### src/tok_pkg.sv
`timescale 1ns / 1ps
// shared types, constants and helpers of the character tokenizer
package tok_pkg;

  // text length limit and the derived position cap
  localparam int unsigned MAX_TEXT = 65536;
  localparam int POS_W = 16;
  localparam int LEN_W = 16;
  localparam int CH_W  = 8;
  localparam logic [POS_W-1:0] POS_CAP =
    ((MAX_TEXT - 1) > 65535) ? {POS_W{1'b1}} : POS_W'(MAX_TEXT - 1);
  localparam logic [LEN_W-1:0] LEN_CAP = {LEN_W{1'b1}};

  // depth of the queue between front and back
  localparam int QDEPTH = 2;

  // character codes
  localparam logic [CH_W-1:0] CH_SPACE = 8'h20;
  localparam logic [CH_W-1:0] CH_QUOTE = 8'h22;
  localparam logic [CH_W-1:0] CH_DOT   = 8'h2E;
  localparam logic [CH_W-1:0] CH_ZERO  = 8'h30;
  localparam logic [CH_W-1:0] CH_NINE  = 8'h39;
  localparam logic [CH_W-1:0] CH_E     = 8'h65;

  // byte classes seen by the lexer
  typedef enum logic [2:0] {
    CLS_WORD     = 3'd0,
    CLS_SPACE    = 3'd1,
    CLS_QUOTE    = 3'd2,
    CLS_DIGIT    = 3'd3,
    CLS_DOT      = 3'd4,
    CLS_LETTER_E = 3'd5,
    CLS_PUNCT    = 3'd6
  } tok_cls_t;

  // one classified byte
  typedef struct packed {
    logic [POS_W-1:0] pos;
    tok_cls_t         cls;
    logic             last;
  } tok_item_t;

  // one token beat
  typedef struct packed {
    logic [POS_W-1:0] tok_start;
    logic [LEN_W-1:0] tok_len;
    logic             run_end;
  } tok_result_t;

  // queue status seen by both sides
  typedef struct packed {
    logic empty;
    logic full;
  } tok_q_stat_t;

  // position increment that sticks at the cap
  function automatic logic [POS_W-1:0] sat_pos_inc(input logic [POS_W-1:0] p);
    logic [POS_W-1:0] r;
    if (p >= POS_CAP) r = POS_CAP;
    else r = p + POS_W'(1);
    return r;
  endfunction

endpackage

### src/tok_queue.sv
`timescale 1ns / 1ps
// short queue of classified bytes between front and back
module tok_queue (
  input  logic                clk,
  input  logic                rst_n,
  input  logic                wr,
  input  tok_pkg::tok_item_t  wr_item,
  input  logic                rd,
  output tok_pkg::tok_item_t  rd_item,
  output tok_pkg::tok_q_stat_t stat
);
  import tok_pkg::*;

  localparam int PTR_W = (QDEPTH > 1) ? $clog2(QDEPTH) : 1;
  localparam int CNT_W = $clog2(QDEPTH + 1);

  tok_item_t        mem_r [QDEPTH];
  logic [PTR_W-1:0] wr_ptr_r, wr_ptr_nxt;
  logic [PTR_W-1:0] rd_ptr_r, rd_ptr_nxt;
  logic [CNT_W-1:0] count_r, count_nxt;

  // pointer and fill count update
  always_comb begin
    wr_ptr_nxt = wr_ptr_r;
    rd_ptr_nxt = rd_ptr_r;
    count_nxt  = count_r;
    if (wr) begin
      wr_ptr_nxt = (wr_ptr_r == PTR_W'(QDEPTH - 1)) ? '0 : wr_ptr_r + PTR_W'(1);
    end
    if (rd) begin
      rd_ptr_nxt = (rd_ptr_r == PTR_W'(QDEPTH - 1)) ? '0 : rd_ptr_r + PTR_W'(1);
    end
    if (wr && !rd) count_nxt = count_r + CNT_W'(1);
    else if (!wr && rd) count_nxt = count_r - CNT_W'(1);
  end

  always_ff @(posedge clk) begin
    if (!rst_n) begin
      wr_ptr_r <= '0;
      rd_ptr_r <= '0;
      count_r  <= '0;
    end else begin
      wr_ptr_r <= wr_ptr_nxt;
      rd_ptr_r <= rd_ptr_nxt;
      count_r  <= count_nxt;
    end
  end

  // storage
  always_ff @(posedge clk) begin
    if (wr) mem_r[wr_ptr_r] <= wr_item;
  end

  assign rd_item    = mem_r[rd_ptr_r];
  assign stat.empty = (count_r == '0);
  assign stat.full  = (count_r == CNT_W'(QDEPTH));

`ifndef NO_ASSERTIONS
  a_q_no_overflow: assert property (@(posedge clk) disable iff (!rst_n)
    wr |-> (count_r != CNT_W'(QDEPTH)) || rd)
    else $error("byte queue written while full");
  a_q_no_underflow: assert property (@(posedge clk) disable iff (!rst_n)
    rd |-> count_r != '0)
    else $error("byte queue read while empty");
  a_q_count_bound: assert property (@(posedge clk) disable iff (!rst_n)
    count_r <= CNT_W'(QDEPTH))
    else $error("byte queue count out of range");
`endif

endmodule

### src/tok_front.sv
`timescale 1ns / 1ps
// input side: position counter and byte classification
module tok_front (
  input  logic                 clk,
  input  logic                 rst_n,
  input  logic                 push,
  input  logic [7:0]           in_ch,
  input  logic                 in_final_byte,
  input  tok_pkg::tok_q_stat_t q_stat,
  output logic                 q_push,
  output tok_pkg::tok_item_t   q_item
);
  import tok_pkg::*;

  logic [POS_W-1:0] pos_r, pos_nxt;
  tok_cls_t         cls;
  logic             is_punct;

  // punctuation ranges of printable ascii
  assign is_punct = (in_ch >= 8'd33  && in_ch <= 8'd47)  ||
                    (in_ch >= 8'd58  && in_ch <= 8'd64)  ||
                    (in_ch >= 8'd91  && in_ch <= 8'd96)  ||
                    (in_ch >= 8'd123 && in_ch <= 8'd126);

  // byte class
  always_comb begin
    if (in_ch == CH_QUOTE) cls = CLS_QUOTE;
    else if (in_ch == CH_SPACE) cls = CLS_SPACE;
    else if (in_ch >= CH_ZERO && in_ch <= CH_NINE) cls = CLS_DIGIT;
    else if (in_ch == CH_DOT) cls = CLS_DOT;
    else if (in_ch == CH_E) cls = CLS_LETTER_E;
    else if (is_punct) cls = CLS_PUNCT;
    else cls = CLS_WORD;
  end

  assign q_push      = push && !q_stat.full;
  assign q_item.pos  = pos_r;
  assign q_item.cls  = cls;
  assign q_item.last = in_final_byte;

  // position of the next byte, back to zero after the last byte of a text
  always_comb begin
    pos_nxt = pos_r;
    if (q_push) pos_nxt = in_final_byte ? '0 : sat_pos_inc(pos_r);
  end

  always_ff @(posedge clk) begin
    if (!rst_n) begin
      pos_r <= '0;
    end else begin
      pos_r <= pos_nxt;
    end
  end

endmodule

### src/tok_back.sv
`timescale 1ns / 1ps
// lexer side: mode state, token forming and result buffer
module tok_back (
  input  logic                  clk,
  input  logic                  rst_n,
  input  tok_pkg::tok_item_t    q_item,
  input  tok_pkg::tok_q_stat_t  q_stat,
  output logic                  q_pop,
  input  logic                  pop,
  output logic                  empty,
  output tok_pkg::tok_result_t  res_out
);
  import tok_pkg::*;

  typedef enum logic [1:0] {
    MODE_DEFAULT = 2'd0,
    MODE_NUMBER  = 2'd1,
    MODE_STRING  = 2'd2
  } mode_t;

  typedef struct packed {
    mode_t            mode;
    logic [POS_W-1:0] ps;
    logic [LEN_W-1:0] pl;
    logic             emit;
    logic [POS_W-1:0] e_start;
    logic [LEN_W-1:0] e_len;
    logic             again;
  } pass_t;

  // one look at the byte in the current mode
  function automatic pass_t pass_f(input tok_cls_t cls, input logic [POS_W-1:0] pos,
                                   input mode_t mode, input logic [POS_W-1:0] ps,
                                   input logic [LEN_W-1:0] pl);
    pass_t r;
    logic  digit;
    logic  numeric;
    logic  space;
    logic  punct;
    r.mode    = mode;
    r.ps      = ps;
    r.pl      = pl;
    r.emit    = 1'b0;
    r.e_start = ps;
    r.e_len   = pl;
    r.again   = 1'b0;
    digit   = (cls == CLS_DIGIT);
    numeric = digit || (cls == CLS_DOT) || (cls == CLS_LETTER_E);
    space   = (cls == CLS_SPACE);
    punct   = (cls == CLS_PUNCT) || (cls == CLS_DOT);
    if (cls == CLS_QUOTE) begin
      if (mode == MODE_STRING) begin
        // closing quote, empty string still gives a token
        r.mode = MODE_DEFAULT;
        r.emit = 1'b1;
        r.pl   = '0;
      end else if (mode == MODE_NUMBER) begin
        r.emit  = 1'b1;
        r.pl    = '0;
        r.mode  = MODE_DEFAULT;
        r.again = 1'b1;
      end else begin
        // opening quote ends any word
        r.emit = (pl != '0);
        r.mode = MODE_STRING;
        r.pl   = '0;
        r.ps   = sat_pos_inc(pos);
      end
    end else if (!numeric && mode == MODE_NUMBER) begin
      // number ends; a space is eaten, anything else is looked at again
      r.emit  = 1'b1;
      r.pl    = '0;
      r.mode  = MODE_DEFAULT;
      r.again = !space;
    end else begin
      if (digit && mode != MODE_NUMBER && mode != MODE_STRING) r.mode = MODE_NUMBER;
      if (r.mode != MODE_NUMBER && r.mode != MODE_STRING && (space || punct)) begin
        if (space) begin
          r.emit = (pl != '0);
          r.pl   = '0;
        end else if (pl != '0) begin
          r.emit  = 1'b1;
          r.pl    = '0;
          r.again = 1'b1;
        end else begin
          r.emit    = 1'b1;
          r.e_start = pos;
          r.e_len   = LEN_W'(1);
        end
      end else begin
        if (pl == '0) r.ps = pos;
        if (pl != LEN_CAP) r.pl = pl + LEN_W'(1);
      end
    end
    return r;
  endfunction

  mode_t            mode_r, mode_nxt;
  logic [POS_W-1:0] ps_r, ps_nxt;
  logic [LEN_W-1:0] pl_r, pl_nxt;
  logic             phase_r, phase_nxt;
  logic [1:0]       out_cnt_r, out_cnt_nxt;
  tok_result_t      head_r, head_nxt;
  tok_result_t      tail_r, tail_nxt;

  pass_t       p1;
  pass_t       p2;
  pass_t       s2;
  logic        p2_emit;
  logic        fin_emit;
  logic [1:0]  n_res;
  tok_result_t res0;
  tok_result_t res1;
  tok_result_t wr_res;
  logic        head_ok;
  logic        can_wr;
  logic        wr;
  logic        commit;
  logic        pop_fire;
  logic [1:0]  cnt_after;

  // both passes and the end-of-text flush for the head byte
  always_comb begin
    p1 = pass_f(q_item.cls, q_item.pos, mode_r, ps_r, pl_r);
    p2 = pass_f(q_item.cls, q_item.pos, p1.mode, p1.ps, p1.pl);
    if (p1.again) begin
      s2      = p2;
      p2_emit = p2.emit;
    end else begin
      s2      = p1;
      p2_emit = 1'b0;
    end
    fin_emit = q_item.last && (s2.pl != '0);
  end

  // pack up to two token beats in order
  always_comb begin
    n_res = 2'd0;
    res0  = '0;
    res1  = '0;
    if (p1.emit) begin
      res0.tok_start = p1.e_start;
      res0.tok_len   = p1.e_len;
      n_res          = 2'd1;
    end
    if (p2_emit) begin
      if (n_res == 2'd0) begin
        res0.tok_start = p2.e_start;
        res0.tok_len   = p2.e_len;
      end else begin
        res1.tok_start = p2.e_start;
        res1.tok_len   = p2.e_len;
      end
      n_res = n_res + 2'd1;
    end
    if (fin_emit) begin
      if (n_res == 2'd0) begin
        res0.tok_start = s2.ps;
        res0.tok_len   = s2.pl;
        n_res          = 2'd1;
      end else if (n_res == 2'd1) begin
        res1.tok_start = s2.ps;
        res1.tok_len   = s2.pl;
        n_res          = 2'd2;
      end
    end
    res0.run_end = (n_res == 2'd1);
    res1.run_end = 1'b1;
  end

  // handshake between head byte and result buffer
  assign head_ok  = !q_stat.empty;
  assign can_wr   = (out_cnt_r != 2'd2);
  assign wr       = head_ok && (n_res != 2'd0) && can_wr;
  assign commit   = head_ok && ((n_res == 2'd0) ||
                    (can_wr && (phase_r || n_res == 2'd1)));
  assign q_pop    = commit;
  assign wr_res   = phase_r ? res1 : res0;
  assign pop_fire = pop && (out_cnt_r != 2'd0);
  assign cnt_after = out_cnt_r - {1'b0, pop_fire};

  // next lexer state, result buffer shifting
  always_comb begin
    mode_nxt    = mode_r;
    ps_nxt      = ps_r;
    pl_nxt      = pl_r;
    phase_nxt   = phase_r;
    head_nxt    = head_r;
    tail_nxt    = tail_r;
    out_cnt_nxt = cnt_after + {1'b0, wr};
    if (commit) begin
      phase_nxt = 1'b0;
      if (q_item.last) begin
        mode_nxt = MODE_DEFAULT;
        ps_nxt   = '0;
        pl_nxt   = '0;
      end else begin
        mode_nxt = s2.mode;
        ps_nxt   = s2.ps;
        pl_nxt   = s2.pl;
      end
    end else if (wr) begin
      phase_nxt = 1'b1;
    end
    if (pop_fire) head_nxt = tail_r;
    if (wr) begin
      if (cnt_after == 2'd0) head_nxt = wr_res;
      else tail_nxt = wr_res;
    end
  end

  always_ff @(posedge clk) begin
    if (!rst_n) begin
      mode_r    <= MODE_DEFAULT;
      ps_r      <= '0;
      pl_r      <= '0;
      phase_r   <= 1'b0;
      out_cnt_r <= 2'd0;
    end else begin
      mode_r    <= mode_nxt;
      ps_r      <= ps_nxt;
      pl_r      <= pl_nxt;
      phase_r   <= phase_nxt;
      out_cnt_r <= out_cnt_nxt;
    end
    head_r <= head_nxt;
    tail_r <= tail_nxt;
  end

  assign empty   = (out_cnt_r == 2'd0);
  assign res_out = head_r;

`ifndef NO_ASSERTIONS
  a_phase_has_byte: assert property (@(posedge clk) disable iff (!rst_n)
    phase_r |-> !q_stat.empty)
    else $error("second beat pending without a head byte");
  a_phase_holds: assert property (@(posedge clk) disable iff (!rst_n)
    (phase_r && !q_pop) |=> phase_r)
    else $error("second beat dropped before its byte was retired");
  a_out_cnt_bound: assert property (@(posedge clk) disable iff (!rst_n)
    out_cnt_r != 2'd3)
    else $error("result buffer count out of range");
`endif

endmodule

### src/three_mode_char_tokenizer.sv
`timescale 1ns / 1ps
// top level of the three-mode character tokenizer
//
//  channel  | handshake        | beat
//  ---------+------------------+-------------------------------------------
//  input    | push / full      | in_ch, in_final_byte
//  result   | empty / pop      | out_tok_start, out_tok_len, out_run_end
//
// one byte per cycle sustained while the result buffer has room; a byte that yields two tokens
// holds the lexer until both are written, since the result buffer has a single write port.
// a byte passes through the byte queue, and its token is registered in the result buffer before it shows.
// synchronous active-low reset empties both queues and sets position to zero.
// a stalled result side backs up through the byte queue to full.
module three_mode_char_tokenizer (
  input  logic        clk,
  input  logic        rst_n,
  input  logic        push,
  output logic        full,
  input  logic [7:0]  in_ch,
  input  logic        in_final_byte,
  output logic        empty,
  input  logic        pop,
  output logic [15:0] out_tok_start,
  output logic [15:0] out_tok_len,
  output logic        out_run_end
);
  import tok_pkg::*;

  tok_q_stat_t q_stat;
  tok_item_t   wr_item;
  tok_item_t   rd_item;
  tok_result_t res;
  logic        q_push;
  logic        q_pop;

  // classification and position
  tok_front u_front (
    .clk           (clk),
    .rst_n         (rst_n),
    .push          (push),
    .in_ch         (in_ch),
    .in_final_byte (in_final_byte),
    .q_stat        (q_stat),
    .q_push        (q_push),
    .q_item        (wr_item)
  );

  // decoupling queue
  tok_queue u_queue (
    .clk     (clk),
    .rst_n   (rst_n),
    .wr      (q_push),
    .wr_item (wr_item),
    .rd      (q_pop),
    .rd_item (rd_item),
    .stat    (q_stat)
  );

  // lexer and result buffer
  tok_back u_back (
    .clk     (clk),
    .rst_n   (rst_n),
    .q_item  (rd_item),
    .q_stat  (q_stat),
    .q_pop   (q_pop),
    .pop     (pop),
    .empty   (empty),
    .res_out (res)
  );

  assign full          = q_stat.full;
  assign out_tok_start = res.tok_start;
  assign out_tok_len   = res.tok_len;
  assign out_run_end   = res.run_end;

endmodule

### config.mk
export PLATFORM = sky130hd
export DESIGN_NAME = three_mode_char_tokenizer
export DESIGN_NICKNAME = d
export VERILOG_FILES = /design/src/tok_pkg.sv /design/src/tok_queue.sv /design/src/tok_front.sv /design/src/tok_back.sv /design/src/three_mode_char_tokenizer.sv
export SDC_FILE = /design/constraint.sdc
export NUM_CORES = 1
export LEC_CHECK = 0
export BUFFER_PORTS_ARGS = -buffer_cell sky130_fd_sc_hd__buf_2
export CAP_MARGIN = 20
export CORE_AREA = 2 2 154 156
export CTS_CLUSTER_DIAMETER = 100
export DETAILED_ROUTE_END_ITERATION = 10
export DIE_AREA = 0 0 156 158
export PLACE_DENSITY = 0.72
export SETUP_SLACK_MARGIN = 0.15
export SYNTH_ARGS = -nofsm -noshare
export SYNTH_HDL_FRONTEND = slang
export SYNTH_SLANG_ARGS = --single-unit
### constraint.sdc
create_clock -name clk -period 17.9 [get_ports clk]
set_input_delay 0.895 -clock clk [delete_from_list [all_inputs] [get_ports clk]]
set_output_delay 0.895 -clock clk [all_outputs]
set_load 0.1 [all_outputs]
==> results of run 1 <==
## power breakdown
group	switching (mW)	internal, mW	leakage [nW]
registers	0.0560	0.502	1.43
clock network	0.162	0.196	0.270
logic	0.927	0.393	3.07
## sequential cells by signal, indices dropped and copies added (netlist names), 16 cells and up, named ones only
name,cells
u_back.tail_r,33
u_back.ps_r,16
u_back.res_out,33
u_queue.mem_r,40
u_front.pos_r,16
u_back.pl_r,16
## stage by stage
stage	std cells	setup WS, ps	power [mW]
after floorplan	1380	10690	1.56
after global placement	1646	11340	1.83
after detailed placement	1646	11160	1.85
after CTS	1678	11140	2.21
after global routing	1679	10800	2.36
final	1679	11230	2.24
## logic make-up after synthesis
family	after synthesis	synth area share, %
buffers and inverters	122	4.53
and+or+nand+nor	573	24.3
AOI/OAI and AO/OA	410	25.3
muxes	75	6.88
DFF	164	35.6
xor gates and xnor gates	19	1.48
adders and majority gates	17	1.89
## how the worst max path moves through the flow
stage / start / to
final: flop / u_back.tail_r[27]$_DFFE_PP_
after global routing: flop / u_queue.count_r[1]$_SDFFE_PN0P_
after CTS: flop / u_back.tail_r[27]$_DFFE_PP_
after detailed placement: flop / u_back.tail_r[24]$_DFFE_PP_
after global placement: flop / u_back.tail_r[18]$_DFFE_PP_
after floorplan: u_back.mode_r[0]$_SDFFE_PN0P_ / u_back.tail_r[0]$_DFFE_PP_
## layer usage
metal / GRT usage, % / share of wire [%] / routed length [um] / vias up
li1: - / - / - / 5152
met1: 37.2 / 46 / 14700 / 5036
met2: 39.4 / 44 / 14000 / 541
met5: 0 / 0 / 0 / -
met3: 5.34 / 9.2 / 2970 / 49
met4: 7.60 / 1.5 / 483 / 0
## layout make-up
class,count,share of cell area [%]
clock inverter,13,1.15
clock buffer,19,3.53
multi-input combinational,1094,55.3
tap,290,2.96
inverter,30,0.917
timing repair buffer,69,3.42
sequential,164,32.7
## placed cells by master, fill, tap and decap left out, types with 13 or more instances in the layout
| cell type | instances |
|---|---|
| sky130_fd_sc_hd__nor2_1 | 107 |
| sky130_fd_sc_hd__dfxtp_1 | 90 |
| sky130_fd_sc_hd__nor3_1 | 37 |
| sky130_fd_sc_hd__o21a_1 | 18 |
| sky130_fd_sc_hd__inv_1 | 28 |
| sky130_fd_sc_hd__ha_1 | 17 |
| sky130_fd_sc_hd__clkbuf_16 | 17 |
| sky130_fd_sc_hd__nand2b_1 | 21 |
| sky130_fd_sc_hd__buf_4 | 21 |
| sky130_fd_sc_hd__a21oi_1 | 78 |
| sky130_fd_sc_hd__a31oi_1 | 39 |
| sky130_fd_sc_hd__a21o_1 | 23 |
| sky130_fd_sc_hd__nand4_1 | 13 |
| sky130_fd_sc_hd__buf_2 | 47 |
| sky130_fd_sc_hd__edfxtp_1 | 73 |
| sky130_fd_sc_hd__nand2_1 | 223 |
| sky130_fd_sc_hd__a211oi_1 | 17 |
| sky130_fd_sc_hd__nand3_1 | 54 |
| sky130_fd_sc_hd__and3_1 | 27 |
| sky130_fd_sc_hd__o21ai_0 | 84 |
| sky130_fd_sc_hd__and2_1 | 16 |
| sky130_fd_sc_hd__mux2i_1 | 61 |
==> results.env, run 1 <==
FIN_SETUP_TNS_PS=0
RR_WORST_DEPTH=18
GRT_ANTENNA_BEFORE_REPAIR=0
CLOCK_TREE_FROM_TRITONCTS='done'
YS.WARNINGS.COUNT=0
RRSETUPSLACK_PS=11230
TIMING.MAX_CAP.VIOLATIONS=0
SHARE_OF_ASYNC_SETTABLE_OR_ASYNC_RESETTABLE_FLOPS_AFTER_SYNTHESIS_PCT=0
TIMING.CRITICAL_PATH.SLOWEST_CELL_DELAY_PS=740
SYNTH_COMMONEST_CELLS='sky130_fd_sc_hd__nand2_1 (223), sky130_fd_sc_hd__nor2_1 (107), sky130_fd_sc_hd__dfxtp_1 (91), sky130_fd_sc_hd__o21ai_0 (84), sky130_fd_sc_hd__a21oi_1 (78)'
SYN_NETS=1410
INITIAL_CORE_UTIL_PCT=48.9
WORST-PATH-STAGES=18
UTILIZATION_PCT=53.3
RR_ENDPOINT='u_back.tail_r[27]$_DFFE_PP_'
SYNTHCELLS=1380
NUMBER_OF_NETS_IN_THE_FINISHED_DESIGN=1406
PIN_COUNT=48
DRC_VIOLATIONS_LEFT=0
SLEW_AT_THE_PIN_CLOSEST_TO_ITS_MAX_SLEW_LIMIT_PS=1090
NUM_VIAS=10778
DRT-VIAS-PER-INSTANCE=6.42
FIN_AREA_MM2=0.0123
COUNT_OF_INSERTED_ANTENNA_DIODE_CELLS=0
FINAL.SETUP_SKEW_PS=15.0
TIMING.FINAL.HOLD_VIOLATIONS=0
POST_SYNTH_NUM_CELL_TYPES=89
CELLS_TRAVERSED_ALONG_THE_WORST_TIMING_PATH='buf_4 > or3b_1 > o21ai_4 > a21oi_1 > nand4_1 > o31a_1 > ha_1 > inv_1 > a31o_2 > o221ai_1 > ha_1 > nand3b_1 > a211oi_1 > a211o_1 > or3b_1 > nor3b_1 > a21boi_4 > buf_16'
CORE_REGION_AREA_MM2=0.0231
DIE_HEIGHT_UM=158
DIE-AREA_MM2=0.0246
CTS_REPAIR_RESIZE_COUNT=0
CTS_NUM_SINKS=164
HOLD_PATH_DEPTH=0
GRT_USE_TOTAL_PCT=25.9
WORST-ENDPOINT-REQUIRED_PS=18040
GRT_OVERFLOW=0
DRT_FIRST_PASS_ITERS=5
YOSYSMOSTFREQUENTCELL='sky130_fd_sc_hd__nand2_1'
WORSTHOLDENDPOINT='u_queue.mem_r[0][15]$_DFFE_PP_'
SYN2LAYOUT_AREA_GROWTH_PCT=8.83
CRITICAL_PATH.MAX_FANOUT=54
CRIT_PATH_END_KIND='flop'
POSTSYNTHAREAPERCELL_UM2=8.17
HOLD_START='u_front.pos_r[11]$_SDFFE_PN0P_'
MAX_CLOCK_FREQ_MHz=150
DRTANTENNAVIOLNETS=0
YOSYS-TOP-CELLS-AREA='sky130_fd_sc_hd__edfxtp_1 (19%), sky130_fd_sc_hd__dfxtp_1 (16%), sky130_fd_sc_hd__nand2_1 (7.4%), sky130_fd_sc_hd__mux2i_1 (5.4%), sky130_fd_sc_hd__o21ai_0 (3.7%)'
LAYOUT_MIN_CYCLE_TIME_PS=6670
DETAILED_ROUTE_WIRE_LENGTH_UM=32200
GRT_FIRST_PASS_WIRELENGTH_UM=51100
WORST-PATH-BUF-INV=3
MULTI_INPUT_AREA_MM2=0.00679
CRIT_ARRIVAL_PS=6800
FIN_WORST_HOLD_SLACK_PS=478
CRIT_FAMILY='compound AO/OA/AOI/OAI gates'
MAX-CLOCK-PATH-BUFFERS=2
POST_DRT_WL_PER_CELL_UM=19.2
DOMINANTREGCELLSYNTH='sky130_fd_sc_hd__dfxtp_1'
SEQ_AREA_MM2=0.00402
HOLD_BUFFERS=0
FIN_CRIT_SH_PCT=37.2
POWER_DENSITY_mW_PER_MM2=182
PORTBUFFERS=47
SETUP.WORST_PATH.CLASS='reg -> reg'
NETLIST_AREA_PRE_PLACE_MM2=0.0113
WORST_PATH_MAX_DELAY_CELL='sky130_fd_sc_hd__o21ai_4'
SYNTH_ENABLE_FLOP_CELLS=73
WORST_HOLD_PATH_TYPE='reg -> reg'
NUMCTSBUFFERS=17
CLOCK_INSERTION_DELAY_WORST_SKEW_PS=430
NETLIST.AREA_LEADER.SHARE_PCT=19.4
SEQ_CELLS_POST_SYNTH=164
RUN_STATUS='complete, no violations'
SYNTH_SEQUENTIAL_AREA_RATIO_PCT=35.6
CLK_ROOT_BUFFER_CELL='sky130_fd_sc_hd__clkbuf_16'
CLOCK_PIN_SLEW_ON_THE_WORST_SETUP_AND_HOLD_PATHS_PS=70
FLOORPLAN.ROWS=56
FIRST_GLOBAL_VIAS=9559
DRT_ITER0_DRC=1400
SLEW_HEADROOM_PCT=26.9
DPL_HPWL_UM=22600
DIE_X_UM=156
PLACEMENT.CELL_AREA_MM2=0.0117
GLOBALPLACE.CONGESTION=0.995
SYNTH_AREA_LEADER_CELL='sky130_fd_sc_hd__edfxtp_1'
HTREE_NUM_LEVELS=4
TIMING.FINAL.SETUP_VIOLATIONS=0
GRT_SETUP_UNREPAIRED='false'
POWER.STATIC_LEAKAGE_nW=4.77
IRDROPWORSTVDD_uV=127
CRIT_PATH_START_KIND='flop'
GRT_START_MAX_NET_PINS=55
POST_ROUTE_CELLS_DRIVE_ABOVE_1_SHARE_PCT=10.7
FILLER_CELL_COUNT=2143
FINALMAXSLEWVIOLATIONS=0
CTS.REPAIR_TIMING.SETUP_BUFFER_COUNT=0
No activity file was read; power rests on OpenSTA's default activity.
==> run 2: changes to the inputs <==
==> constraint.sdc (replaced) <==
create_clock -name clk -period 6.6 [get_ports clk]
set_input_delay 0.33 -clock clk [delete_from_list [all_inputs] [get_ports clk]]
set_output_delay 0.33 -clock clk [all_outputs]
set_load 0.1 [all_outputs]
==> run 2 against run 1 <==
  * Worst hold slack got worse by 160 ps
  * Combinational power rose to 2.7 times the previous value
  * Wire length up 1.3%
  * Global-route usage increased by 0.22 points
  * Maximum frequency up 15%
  * Final cell count hardly changed
  * Via count rose by 0.15%
  * Critical path type unchanged
==> results.env, run 2 (synthesis results as in run 1) <==
CLK_ROOT_BUFFER_CELL='sky130_fd_sc_hd__clkbuf_16'  # unchanged
DRTANTENNAVIOLNETS=0  # unchanged
LAYOUT_MIN_CYCLE_TIME_PS=5800  # was 6670 ps
FIN_CRIT_SH_PCT=87.9  # was 37.2%
CRITICAL_PATH.MAX_FANOUT=34  # was 54
SETUP.WORST_PATH.CLASS='reg -> reg'  # unchanged
TIMING.CRITICAL_PATH.SLOWEST_CELL_DELAY_PS=530  # was 740 ps
POST_DRT_WL_PER_CELL_UM=19.4  # was 19.2 um
TIMING.FINAL.SETUP_VIOLATIONS=0  # unchanged
TIMING.FINAL.HOLD_VIOLATIONS=0  # unchanged
SHARE_COMB_OF_TOTAL_POWER_PCT=58.0  # was 59.1%
FINALMAXSLEWVIOLATIONS=0  # unchanged
CRIT_PATH_END_KIND='flop'  # unchanged
FIN_AREA_MM2=0.0123  # about the same
POWER_DENSITY_mW_PER_MM2=499  # was 182 mW/mm^2
DIE_X_UM=156  # unchanged
DRT_FIRST_PASS_ITERS=5  # unchanged
GRT_FIRST_PASS_WIRELENGTH_UM=51900  # was 51,100 um
INTERNAL_POWER_mW=3.03  # was 1.09 mW
DRT_ITER0_DRC=1488  # was 1,400
MET2_USAGE_PCT=40.2  # was 39.4%
SLEW_AT_THE_PIN_CLOSEST_TO_ITS_MAX_SLEW_LIMIT_PS=1080  # was 1090 ps
FLOORPLAN.ROWS=56  # unchanged
CORE_REGION_AREA_MM2=0.0231  # unchanged
GLOBALPLACE.CONGESTION=0.973  # was 0.995
TOP_USAGE_LAYER='met2'  # unchanged
GRT_UTIL_MET3_PCT=5.23  # was 5.34%
CTS.REPAIR_TIMING.SETUP_BUFFER_COUNT=0  # unchanged
GRT_OVERFLOW=0  # unchanged
GRT_SETUP_UNREPAIRED='false'  # unchanged
IRDROPWORSTVDD_uV=401  # was 127 uV
DIE-AREA_MM2=0.0246  # unchanged
MAX_CLOCK_FREQ_MHz=172  # was 150 MHz
DIE_HEIGHT_UM=158  # unchanged
DPL_HPWL_UM=23200  # was 22,600 um
PLACEMENT.CELL_AREA_MM2=0.0117  # about the same
CRIT_ARRIVAL_PS=6150  # was 6800 ps
MAX-CLOCK-PATH-BUFFERS=2  # unchanged
LARGEST_REGISTER_FF_COUNT=40  # unchanged
CLOCK_TREE_FROM_TRITONCTS='done'  # unchanged
WORST-ENDPOINT-REQUIRED_PS=6940  # was 18,040 ps
DRC_VIOLATIONS_LEFT=0  # unchanged
FILLER_CELL_COUNT=2134  # was 2,143
INSTANCES_NO_FILL=1680  # was 1,679
RUN_STATUS='complete, no violations'  # unchanged
CLOCK_PIN_SLEW_ON_THE_WORST_SETUP_AND_HOLD_PATHS_PS=70  # about the same
INITIAL_CORE_UTIL_PCT=48.9  # unchanged
PLACEDCELLCOUNT=1648  # was 1,646
WORST_HOLD_PATH_TYPE='in -> reg'  # was reg -> reg
WORST_PATH_MAX_DELAY_CELL='sky130_fd_sc_hd__o221ai_1'  # was sky130_fd_sc_hd__o21ai_4
LAYOUT.CELLS.MOST_COMMON_LIST='sky130_fd_sc_hd__nand2_1 (223), sky130_fd_sc_hd__nor2_1 (107), sky130_fd_sc_hd__dfxtp_1 (90)'  # unchanged
FIN_SETUP_TNS_PS=0  # unchanged
REGISTERS.TOP_BY_FF_COUNT='u_queue.mem_r'  # unchanged
NUM_VIAS=10794  # was 10,778
POST_ROUTE_CELLS_DRIVE_ABOVE_1_SHARE_PCT=10.9  # was 10.7%
CTS_NUM_SINKS=164  # unchanged
NUMCTSBUFFERS=17  # unchanged
PORTBUFFERS=47  # unchanged
COUNT_OF_INSERTED_ANTENNA_DIODE_CELLS=0  # unchanged
POWER.STATIC_LEAKAGE_nW=4.80  # was 4.77 nW
CRIT_PATH_FREQUENT_CELL='sky130_fd_sc_hd__ha_1'
FINAL.SETUP_SKEW_PS=13.3  # was 15.0 ps
SEQPWRFRAC_PCT=24.8  # was 25.0%
WORST-PATH-BUF-INV=3  # unchanged
GRT_USE_TOTAL_PCT=26.1  # was 25.9%
SYN2LAYOUT_AREA_GROWTH_PCT=9.11  # was 8.83%
CLOCK_INSERTION_DELAY_WORST_SKEW_PS=430  # about the same
FIN_WORST_HOLD_SLACK_PS=321  # was 478 ps
PIN_COUNT=48  # unchanged
SLEW_HEADROOM_PCT=28.2  # was 26.9%
P_SWITCHING_mW=3.11  # was 1.14 mW
CRIT_FAMILY='compound AO/OA/AOI/OAI gates'  # unchanged
MOSTFREQUENTLAYOUTCELL='sky130_fd_sc_hd__nand2_1'  # unchanged
FIRST_GLOBAL_VIAS=9740  # was 9,559
CELLS_TRAVERSED_ALONG_THE_WORST_TIMING_PATH='or3b_1 > o21ai_4 > buf_4 > a2111oi_1 > a21oi_1 > inv_1 > ha_1 > nor3_1 > a31oi_1 > o221ai_1 > inv_1 > ha_1 > or2_2 > a2111oi_0 > or3b_1 > o22ai_4 > ha_1 > or3_1 > a21oi_1'  # was buf_4 > or3b_1 > o21ai_4 > a21oi_1 > nand4_1 > o31a_1 > ha_1 > inv_1 > a31o_2 > o221ai_1 > ha_1 > nand3b_1 > a211oi_1 > a211o_1 > or3b_1 > nor3b_1 > a21boi_4 > buf_16
DETAILED_ROUTE_WIRE_LENGTH_UM=32600  # was 32,200 um
TIMING.MAX_CAP.VIOLATIONS=0  # unchanged
HTREE_NUM_LEVELS=4  # unchanged
CRIT_PATH_START_KIND='flop'  # unchanged
DRT-VIAS-PER-INSTANCE=6.43  # was 6.42
UTILIZATION_PCT=53.4  # was 53.3%
NUMBER_OF_NETS_IN_THE_FINISHED_DESIGN=1407  # was 1,406
POWER.SWITCHING_FRACTION_PCT=50.6  # was 51.2%
USE_MET1_PCT=37.3  # was 37.2%
GRT_START_MAX_NET_PINS=42  # was 55
CLKPWRFRAC_PCT=17.3  # was 16.0%
GRT_ANTENNA_BEFORE_REPAIR=0  # unchanged
-- run 2: changes by cell type in the layout (fill, tap and decap cells not counted), moves of 2 or more --
| cell | before | now |
|---|---|---|
| sky130_fd_sc_hd__bufinv_16 | 1 | 3 |
| sky130_fd_sc_hd__buf_4 | 21 | 23 |
| sky130_fd_sc_hd__inv_8 | 1 | 3 |
| sky130_fd_sc_hd__clkinv_4 | 3 | 1 |
-- run 2: layout make-up --
cell class	instances	area, um^2	share of cell area (%)
flip-flops and latches	164	4020	32.6
well taps	290	363	2.95
multi-input cells	1094	6790	55.2
clock buffers	18	429	3.49
inverters	30	113	0.915
clock inverters	14	188	1.52
repair buffers	70	408	3.31
-- run 2: layer usage --
metal	part of all wire [%]	vias to the layer above
li1	-	5152
met3	9.4	54
met1	45	5032
met5	0	-
met2	44	556
met4	1.7	0
-- run 2: metrics by stage --
| stage | setup WS [ps] | power [mW] |
|---|---|---|
| 2_1_floorplan | 248 | 4.22 |
| 4_1_cts | 840 | 6.08 |
| 3_5_place_dp | 903 | 5.00 |
| 5_1_grt | 313 | 6.45 |
| 3_3_place_gp | 1130 | 4.97 |
| 6_report | 796 | 6.14 |
-- run 2: what timing repair did --
item                                   CTS  global route
endpoints found under the hold margin    0             0
setup endpoints to repair                0             1
hold buffers                             0             0
resized for setup                        0             1
-- run 2: worst paths after layout --
kind | slack [ps] | endpoint | depth (start not counted) | start
setup / recovery | 800 | u_queue.count_r[1]$_SDFFE_PN0P_ | 19 | u_queue.mem_r[0][3]$_DFFE_PP_
hold / removal | 320 | u_queue.mem_r[0][0]$_DFFE_PP_ | 1 | in_final_byte
setup reg to reg | 800 | u_queue.count_r[1]$_SDFFE_PN0P_ | 19 | u_queue.mem_r[0][3]$_DFFE_PP_
hold reg to reg | 480 | flop | 2 | u_queue.rd_ptr_r$_SDFFE_PN0P_
-- run 2: power groups by stage --
stage	Combinational (mW)	Clock (mW)	Sequential (mW)
3_5_place_dp	3.47	0	1.54
2_1_floorplan	2.10	0	2.13
3_3_place_gp	3.44	0	1.53
5_1_grt	3.79	1.11	1.55
4_1_cts	3.49	1.07	1.52
6_report	3.56	1.06	1.52
